==> src/design/assert_macros.svh <==
// Assertion macros used by the RTL.
`ifndef ASSERT_MACROS_SVH
`define ASSERT_MACROS_SVH

// Same-cycle implication, sampled on clk_i, off during reset.
`define CHB_ASSERT_IMP(label, ante, cons, msg) \
  label: assert property (@(posedge clk_i) disable iff (!rst_ni) (ante) |-> (cons)) \
    else $error(msg);

// Next-cycle implication, sampled on clk_i, off during reset.
`define CHB_ASSERT_NXT(label, ante, cons, msg) \
  label: assert property (@(posedge clk_i) disable iff (!rst_ni) (ante) |=> (cons)) \
    else $error(msg);

`endif

==> src/design/chb_pkg.sv <==
`timescale 1ns / 1ps
// ----------------------------------------------------------------------------
// chb_pkg
// Types and constants for the client heartbeat timeout table.
// ----------------------------------------------------------------------------
package chb_pkg;

  localparam int unsigned ID_W        = 8;
  localparam int unsigned CLIENT_W    = 6;
  localparam int unsigned TIME_W      = 32;
  localparam int unsigned MAX_RESULTS = 64;
  localparam int unsigned CNT_W       = $clog2(MAX_RESULTS + 1);

  localparam logic [TIME_W-1:0] TIMEOUT_RESET = 32'd5;

  localparam logic ACT_PING = 1'b0;
  localparam logic ACT_TICK = 1'b1;

  localparam logic EV_JOINED = 1'b0;
  localparam logic EV_LOST   = 1'b1;

  typedef logic [TIME_W-1:0] time_t;

endpackage

==> src/design/client_heartbeat_timeout_table_top.sv <==
`timescale 1ns / 1ps
// ----------------------------------------------------------------------------
// client_heartbeat_timeout_table_top
// Client liveness table: pings mark clients present, ticks scan for timeouts.
// ----------------------------------------------------------------------------
// Channel   Direction  Handshake                 Payload
// command   in         start && !busy            action, client_id, is_server
// event     out        event_valid_o (strobe)    kind, client, server, last
// config    in         cfg_valid_i & cfg_ready_o timeout_ticks (cfg_data_i)
//
// Ping: accepted while idle, busy stays low; joined event in the cycle after.
// Tick: busy while the slots are scanned, one last-seen RAM read per slot;
//   the scan ends early when MAX_RESULTS lost events are reached first.
// Reset clears the present bits at once; the last-seen RAM needs no clearing.
// Events cannot be stalled by the receiver.
// ----------------------------------------------------------------------------
`include "assert_macros.svh"

module client_heartbeat_timeout_table_top #(
  parameter int unsigned CLIENT_SLOTS = 64
) (
  input  logic                          clk_i,
  input  logic                          rst_ni,
  input  logic                          start,
  output logic                          busy,
  input  logic                          action_i,
  input  logic [chb_pkg::ID_W-1:0]      client_id_i,
  input  logic                          is_server_i,
  output logic                          event_valid_o,
  output logic                          event_kind_o,
  output logic [chb_pkg::CLIENT_W-1:0]  event_client_o,
  output logic                          event_server_o,
  output logic                          last_o,
  input  logic                          cfg_valid_i,
  output logic                          cfg_ready_o,
  input  logic [chb_pkg::TIME_W-1:0]    cfg_data_i
);

  import chb_pkg::*;

  localparam int unsigned IDX_W  = (CLIENT_SLOTS > 1) ? $clog2(CLIENT_SLOTS) : 1;
  localparam int unsigned SCAN_W = $clog2(CLIENT_SLOTS + 1);

  typedef enum logic {S_IDLE, S_SCAN} state_e;

  state_e                  state_q, state_d;
  time_t                   now_q, now_d;
  time_t                   timeout_q, timeout_d;
  logic [CLIENT_SLOTS-1:0] present_q, present_d;
  logic [SCAN_W-1:0]       issue_q, issue_d;
  logic                    chk_vld_q, chk_vld_d;
  logic [IDX_W-1:0]        chk_idx_q, chk_idx_d;
  logic                    pend_vld_q, pend_vld_d;
  logic [IDX_W-1:0]        pend_idx_q, pend_idx_d;
  logic [CNT_W-1:0]        cnt_q, cnt_d;
  logic                    stop_q, stop_d;
  logic                    ev_vld_q, ev_vld_d;
  logic                    ev_kind_q, ev_kind_d;
  logic [CLIENT_W-1:0]     ev_client_q, ev_client_d;
  logic                    ev_server_q, ev_server_d;
  logic                    ev_last_q, ev_last_d;

  logic                    ram_we;
  logic [IDX_W-1:0]        ping_idx;
  time_t                   ram_rdata;
  time_t                   age;
  logic                    chk_expired;
  logic                    scan_more;
  logic [ID_W-1:0]         pend_id;

  assign ping_idx    = client_id_i[IDX_W-1:0];
  assign age         = now_q - ram_rdata;
  assign chk_expired = chk_vld_q && present_q[chk_idx_q] && (age > timeout_q);
  assign scan_more   = issue_q < SCAN_W'(CLIENT_SLOTS);
  assign pend_id     = ID_W'(pend_idx_q);

  chb_ram #(
    .WIDTH (TIME_W),
    .DEPTH (CLIENT_SLOTS)
  ) u_seen_ram (
    .clk_i   (clk_i),
    .we_i    (ram_we),
    .waddr_i (ping_idx),
    .wdata_i (now_q),
    .raddr_i (issue_q[IDX_W-1:0]),
    .rdata_o (ram_rdata)
  );

  always_comb begin
    state_d     = state_q;
    now_d       = now_q;
    timeout_d   = timeout_q;
    present_d   = present_q;
    issue_d     = issue_q;
    chk_vld_d   = chk_vld_q;
    chk_idx_d   = chk_idx_q;
    pend_vld_d  = pend_vld_q;
    pend_idx_d  = pend_idx_q;
    cnt_d       = cnt_q;
    stop_d      = stop_q;
    ev_vld_d    = 1'b0;
    ev_kind_d   = ev_kind_q;
    ev_client_d = ev_client_q;
    ev_server_d = ev_server_q;
    ev_last_d   = ev_last_q;
    ram_we      = 1'b0;

    if (cfg_valid_i) begin
      timeout_d = cfg_data_i;
    end

    unique case (state_q)
      S_IDLE: begin
        if (start) begin
          if (action_i == ACT_TICK) begin
            now_d      = now_q + 1'b1;
            state_d    = S_SCAN;
            issue_d    = '0;
            chk_vld_d  = 1'b0;
            pend_vld_d = 1'b0;
            cnt_d      = '0;
            stop_d     = 1'b0;
          end else if (client_id_i < ID_W'(CLIENT_SLOTS)) begin
            ram_we              = 1'b1;
            present_d[ping_idx] = 1'b1;
            if (!present_q[ping_idx]) begin
              ev_vld_d    = 1'b1;
              ev_kind_d   = EV_JOINED;
              ev_client_d = client_id_i[CLIENT_W-1:0];
              ev_server_d = is_server_i;
              ev_last_d   = 1'b1;
            end
          end
        end
      end
      S_SCAN: begin
        if (stop_q || (!scan_more && !chk_vld_q)) begin
          // flush the held-back event as the final one
          if (pend_vld_q) begin
            ev_vld_d    = 1'b1;
            ev_kind_d   = EV_LOST;
            ev_client_d = pend_id[CLIENT_W-1:0];
            ev_server_d = 1'b0;
            ev_last_d   = 1'b1;
          end
          pend_vld_d = 1'b0;
          chk_vld_d  = 1'b0;
          state_d    = S_IDLE;
        end else begin
          chk_vld_d = scan_more;
          chk_idx_d = issue_q[IDX_W-1:0];
          if (scan_more) begin
            issue_d = issue_q + 1'b1;
          end
          if (chk_expired) begin
            present_d[chk_idx_q] = 1'b0;
            cnt_d      = cnt_q + 1'b1;
            pend_vld_d = 1'b1;
            pend_idx_d = chk_idx_q;
            if (pend_vld_q) begin
              ev_vld_d    = 1'b1;
              ev_kind_d   = EV_LOST;
              ev_client_d = pend_id[CLIENT_W-1:0];
              ev_server_d = 1'b0;
              ev_last_d   = 1'b0;
            end
            if (cnt_q == CNT_W'(MAX_RESULTS - 1)) begin
              stop_d = 1'b1;
            end
          end
        end
      end
      default: state_d = S_IDLE;
    endcase
  end

  always_ff @(posedge clk_i or negedge rst_ni) begin
    if (!rst_ni) begin
      state_q    <= S_IDLE;
      now_q      <= '0;
      timeout_q  <= TIMEOUT_RESET;
      present_q  <= '0;
      issue_q    <= '0;
      chk_vld_q  <= 1'b0;
      pend_vld_q <= 1'b0;
      cnt_q      <= '0;
      stop_q     <= 1'b0;
      ev_vld_q   <= 1'b0;
    end else begin
      state_q    <= state_d;
      now_q      <= now_d;
      timeout_q  <= timeout_d;
      present_q  <= present_d;
      issue_q    <= issue_d;
      chk_vld_q  <= chk_vld_d;
      pend_vld_q <= pend_vld_d;
      cnt_q      <= cnt_d;
      stop_q     <= stop_d;
      ev_vld_q   <= ev_vld_d;
    end
  end

  always_ff @(posedge clk_i) begin
    chk_idx_q   <= chk_idx_d;
    pend_idx_q  <= pend_idx_d;
    ev_kind_q   <= ev_kind_d;
    ev_client_q <= ev_client_d;
    ev_server_q <= ev_server_d;
    ev_last_q   <= ev_last_d;
  end

  assign busy           = (state_q == S_SCAN);
  assign cfg_ready_o    = 1'b1;
  assign event_valid_o  = ev_vld_q;
  assign event_kind_o   = ev_kind_q;
  assign event_client_o = ev_client_q;
  assign event_server_o = ev_server_q;
  assign last_o         = ev_last_q;

  `CHB_ASSERT_NXT(a_tick_goes_busy, start && !busy && (action_i == ACT_TICK), busy,
                  "tick accepted without entering scan")
  `CHB_ASSERT_IMP(a_joined_is_last, ev_vld_q && (ev_kind_q == EV_JOINED), ev_last_q && !$past(busy),
                  "joined event not single or raised during scan")
  `CHB_ASSERT_IMP(a_lost_from_scan, ev_vld_q && (ev_kind_q == EV_LOST), $past(busy) && !ev_server_q,
                  "lost event outside a scan")
  `CHB_ASSERT_IMP(a_held_event_flushed, $fell(busy), !pend_vld_q,
                  "scan ended with an event still held")

endmodule

==> src/design/chb_ram.sv <==
`timescale 1ns / 1ps
// ----------------------------------------------------------------------------
// chb_ram
// Generic single-write, single-read RAM with registered read data.
// ----------------------------------------------------------------------------
module chb_ram #(
  parameter int unsigned WIDTH = 32,
  parameter int unsigned DEPTH = 64
) (
  input  logic                                   clk_i,
  input  logic                                   we_i,
  input  logic [(DEPTH > 1 ? $clog2(DEPTH) : 1)-1:0] waddr_i,
  input  logic [WIDTH-1:0]                       wdata_i,
  input  logic [(DEPTH > 1 ? $clog2(DEPTH) : 1)-1:0] raddr_i,
  output logic [WIDTH-1:0]                       rdata_o
);

  logic [WIDTH-1:0] mem_q [DEPTH];
  logic [WIDTH-1:0] rdata_q;

  always_ff @(posedge clk_i) begin
    if (we_i) begin
      mem_q[waddr_i] <= wdata_i;
    end
    rdata_q <= mem_q[raddr_i];
  end

  assign rdata_o = rdata_q;

endmodule

==> config.mk <==
export PLATFORM = sky130hd
export DESIGN_NAME = client_heartbeat_timeout_table_top
export DESIGN_NICKNAME = d
export VERILOG_FILES = /design/src/design/chb_pkg.sv /design/src/design/client_heartbeat_timeout_table_top.sv /design/src/design/chb_ram.sv
export VERILOG_INCLUDE_DIRS = /design/src /design/src/design
export SDC_FILE = /design/constraint.sdc
export NUM_CORES = 2
export LEC_CHECK = 0
export BUFFER_PORTS_ARGS = -buffer_cell sky130_fd_sc_hd__buf_2
export CAP_MARGIN = 10
export CORE_AREA = 2 2 426 428
export CTS_BUF_LIST = sky130_fd_sc_hd__clkbuf_4 sky130_fd_sc_hd__clkbuf_8
export CTS_CLUSTER_DIAMETER = 200
export DETAILED_ROUTE_END_ITERATION = 12
export DIE_AREA = 0 0 428 430
export PLACE_DENSITY = 0.65
export SETUP_SLACK_MARGIN = 0.4
export SLEW_MARGIN = 20
export SYNTH_ARGS = -nofsm -noshare
export SYNTH_HDL_FRONTEND = slang
export SYNTH_HIERARCHICAL = 1
export SYNTH_SLANG_ARGS = --single-unit
==> constraint.sdc <==
create_clock -name clk_i -period 7.28 [get_ports clk_i]
set_input_delay 1.456 -clock clk_i [delete_from_list [all_inputs] [get_ports clk_i]]
set_output_delay 1.456 -clock clk_i [all_outputs]
set_load 0.05 [all_outputs]
==> summary.md <==
| Metric | Value |
|---|---|
| Outcome | completed |
| Layout cell share with drive strength beyond 1 | 28.52% |
| Crit path launch type | flop |
| Clock latency on the worst-skew pair | about 1.1 ns |
| Worst EP arrival | 7.25 ns |
| Wire length per cell | 30.36 µm |
| Combinational Power Share | 21.7% |
| Ys Warns | 6 |
| Max Transition Viols Final | 0 |
| Initial antenna violation count | 9 |
| Grt total ovfl | 0 |
| Drt initial violations | 5341 |
| DR vias | between 40000 and 50000 |
| Switching share of power | 29.59% |
| # rows | between 150 and 200 |
| Clock skew | 0.06177 ns |
| Placed inst area | about 93000 µm² |
| Vias per cell | ~6.2 |
| DP HPWL | 127900 µm |
| Clk sink count | 2248 |
| Vias in the first global route | 46570 |
| Io pins | 58 |
| DP Worst Slack | 0.9005 ns |
| Fin worst setup slack | 0.8871 ns |
| Setup crit end kind | flop |
| Dominant cells by area after synthesis | edfxtp_1, mux4_2, dfrtp_1, mux2i_1, a21oi_1 |
| Share of the synthesized area in the top cell type | between 60% and 70% |
| Drt drc | 0 |
| First-pass GRT wire length | about 330000 µm |
| Drt total wl | 226800 µm |
| Die Ht | between 400 and 500 µm |
| Switching power of the nets | between 9 and 10 mW |
| Hold_buf cts | 0 |
| Chip Width | 428 µm |
| RSZ-0062 raised after global routing | no |
| Core outline area | 179800 µm² |
| Yosys reg bits | 2248 |
| Register area share after synthesis | 74.46% |
| Final Hold Vio Count | 0 |
| Rel. slew slack | about a quarter |
| CP required | around 8.1 ns |
| Worst Path Max Fanout | 35 |
| Top-count cell post-synth | edfxtp_1 |
| H-tree lvl count | 5 |
| Clock tree buffer depth | 4 |
| Post-synthesis cell area | 89250 µm² |
| Met2 Usage GRT | 37.76% |
| Post-synthesis area per instance | ~20 µm² |
| Hold Crit Class | in -> async |
| Initial Utilization | 49.65% |
| Post-synth top flop | edfxtp_1 |
| Clock transition at path regs | 0.07 ns |
| Min Tclk post-route | 6.393 ns |
| Fin area | about 100000 µm² |
| Ys async rst share | 6.539% |
| CTS resizes | 0 |
| Antenna violation net count after detailed routing | 0 |
| Setup TNS Final | 0 ns |
| Post-layout nets | 4936 |
| # Max-Cap Violations | 0 |
| Pin count of the biggest net entering global routing | 113 |
| Final Core Density | 55.63% |
| Finish-stage setup viols | 0 |
| Cell variety after synth | 85 |
| GP Congestion | between 0.8 and 0.9 |
| DR pass1 iterations | 5 |
| Final worst-path cycle share | 87.81% |
| Number of synthesized flops with an enable pin | 2069 |
| IO Port Bufs | 56 |
| Die area | about 180000 µm² |
| Design internal power | 22.55 mW |
| Total track usage | approximately a quarter |
| Worst slew pin tran | between 1 and 1.5 ns |
| Synthesized Nets | 4591 |
| PnR Total Power | 32.02 mW |
| Met3 GRT Util | 5.502% |
| CTS tree | done |
| Dominant cell type by area after synthesis | edfxtp_1 |
| Commonest cells in the netlist | edfxtp_1, mux4_2, nor2_1 |
| Maximum vdd drop | ~0.3 mV |
| Root Driver | clkbuf_8 |
| Pwr dens | 320.2 nW/µm² |
| Crit Path Category | reg -> reg |
| Share of total power in sequential cells | 45.9% |
| Max frequency | approximately 160 MHz |
| Total setup buffers inserted after CTS | 0 |
| TritonCTS buffer count | 360 |
| Leak Pwr | approximately 36 nW |
| Grt met1 use | 35.00% |
| Layer with the highest usage | met2 |
| Clock power share | 32.4% |
| Synthesized netlist cell count | 4478 |
| Area grow syn2layout | 12.06% |
critical path, stage by stage, from the launching register on:
cell	delay (ns)
dfrtp_2	0.77
buf_4	0.46
ha_1	0.29
nor2b_1	0.14
o31a_1	0.30
o2111ai_1	0.31
nand3_1	0.19
a21oi_1	0.24
o21ai_1	0.13
a2111o_1	0.43
nand3_1	0.10
ha_1	0.14
nand4_1	0.13
or2_2	0.33
nor4_1	0.51
a21o_1	0.33
nand4_4	0.40
nor3b_2	0.81
o21ai_0	0.17
layout by cell type, fill, tap and decap left out, drive strengths merged, types with 9 or more instances in the layout:
cell and count:
clkinvlp 10, ha 66, buf 214, clkbuf 483
inv 100, a21oi 176, a22oi 35, mux2i 112
nor2 184, nand3b 11, a21o 23, dfrtp 145
diode 13, or3 10, nand4 19, or3b 9
mux2 14, o22ai 89, o221ai 28, xnor2 37
nor3 21, clkinv 124, o21ai 84, dfxtp 32
nand2 159, nand2b 18, nand3 40, o31ai 15
xor2 20, mux4 557, edfxtp 2069, and3 19
nor2b 21
layer usage:
metal / up-vias / part of all wire, %
li1: 19160 / -
met1: 24770 / 41
met2: 2358 / 46
met3: 397 / 9.4
met4: 6 / 3.7
met5: - / 0.021
state kept, by name, indices dropped and copies added, names as in the netlist, 6 cells and up:
register	count
cnt_q	7
event_client_o	6
timeout_q	32
present_q	64
chk_idx_q	6
u_seen_ram/mem_q	2048
issue_q	7
u_seen_ram/rdata_o	32
pend_idx_q	6
now_q	32
power by group through the flow:
| stage | Clock (mW) | Sequential (mW) | Combinational, mW |
|---|---|---|---|
| 2_1_floorplan | 0 | 15.0 | 4.80 |
| 3_3_place_gp | 0 | 15.0 | 6.89 |
| 3_5_place_dp | 0 | 15.0 | 6.92 |
| 4_1_cts | 10.6 | 14.7 | 6.94 |
| 5_1_grt | 11.2 | 14.7 | 7.39 |
| 6_report | 10.4 | 14.7 | 6.93 |
stage by stage:
step | hold slack [ns] | instances
2_1_floorplan | 0.4412 | 4478
3_3_place_gp | 0.4412 | 6831
3_5_place_dp | 0.4515 | 6831
4_1_cts | 0.3360 | 7457
5_1_grt | 0.4004 | 7458
6_report | 0.4117 | 7470
logic make-up after synthesis:
kind of cell / count (synthesis) / synth area share [%]
compound gates: 542 / 3.861
xor+xnor: 57 / 0.5594
fa+ha+maj: 67 / 0.9477
buf+inv: 330 / 1.706
flops: 2248 / 74.46
mux: 683 / 15.49
other cells: 1 / 0.004202
simple gates: 550 / 2.975
cell type report:
class	instances	area (µm²)
fill	13420	79760
sequential	2248	66510
multi-input combinational	1900	21750
clock buffer	483	5972
tap	2370	2965
timing repair buffer	214	1573
clock inverter	143	834.6
inverter	99	371.6
antenna	13	32.53
worst paths after layout:
check                              from       endpoint  slack [ns]  depth (start not counted)
hold reg to reg            chk_idx_q[0]  pend_idx_q[0]        0.46                          0
setup / recovery               now_q[1]  present_q[33]        0.89                         18
hold / removal                   rst_ni  present_q[31]        0.41                          1
min in group clk_i         chk_idx_q[0]  pend_idx_q[0]        0.46                          0
max in group asynchronous        rst_ni      now_q[24]        5.69                          2
setup reg to reg               now_q[1]  present_q[33]        0.89                         18
Note: power is estimated with default switching activity, not from simulation.
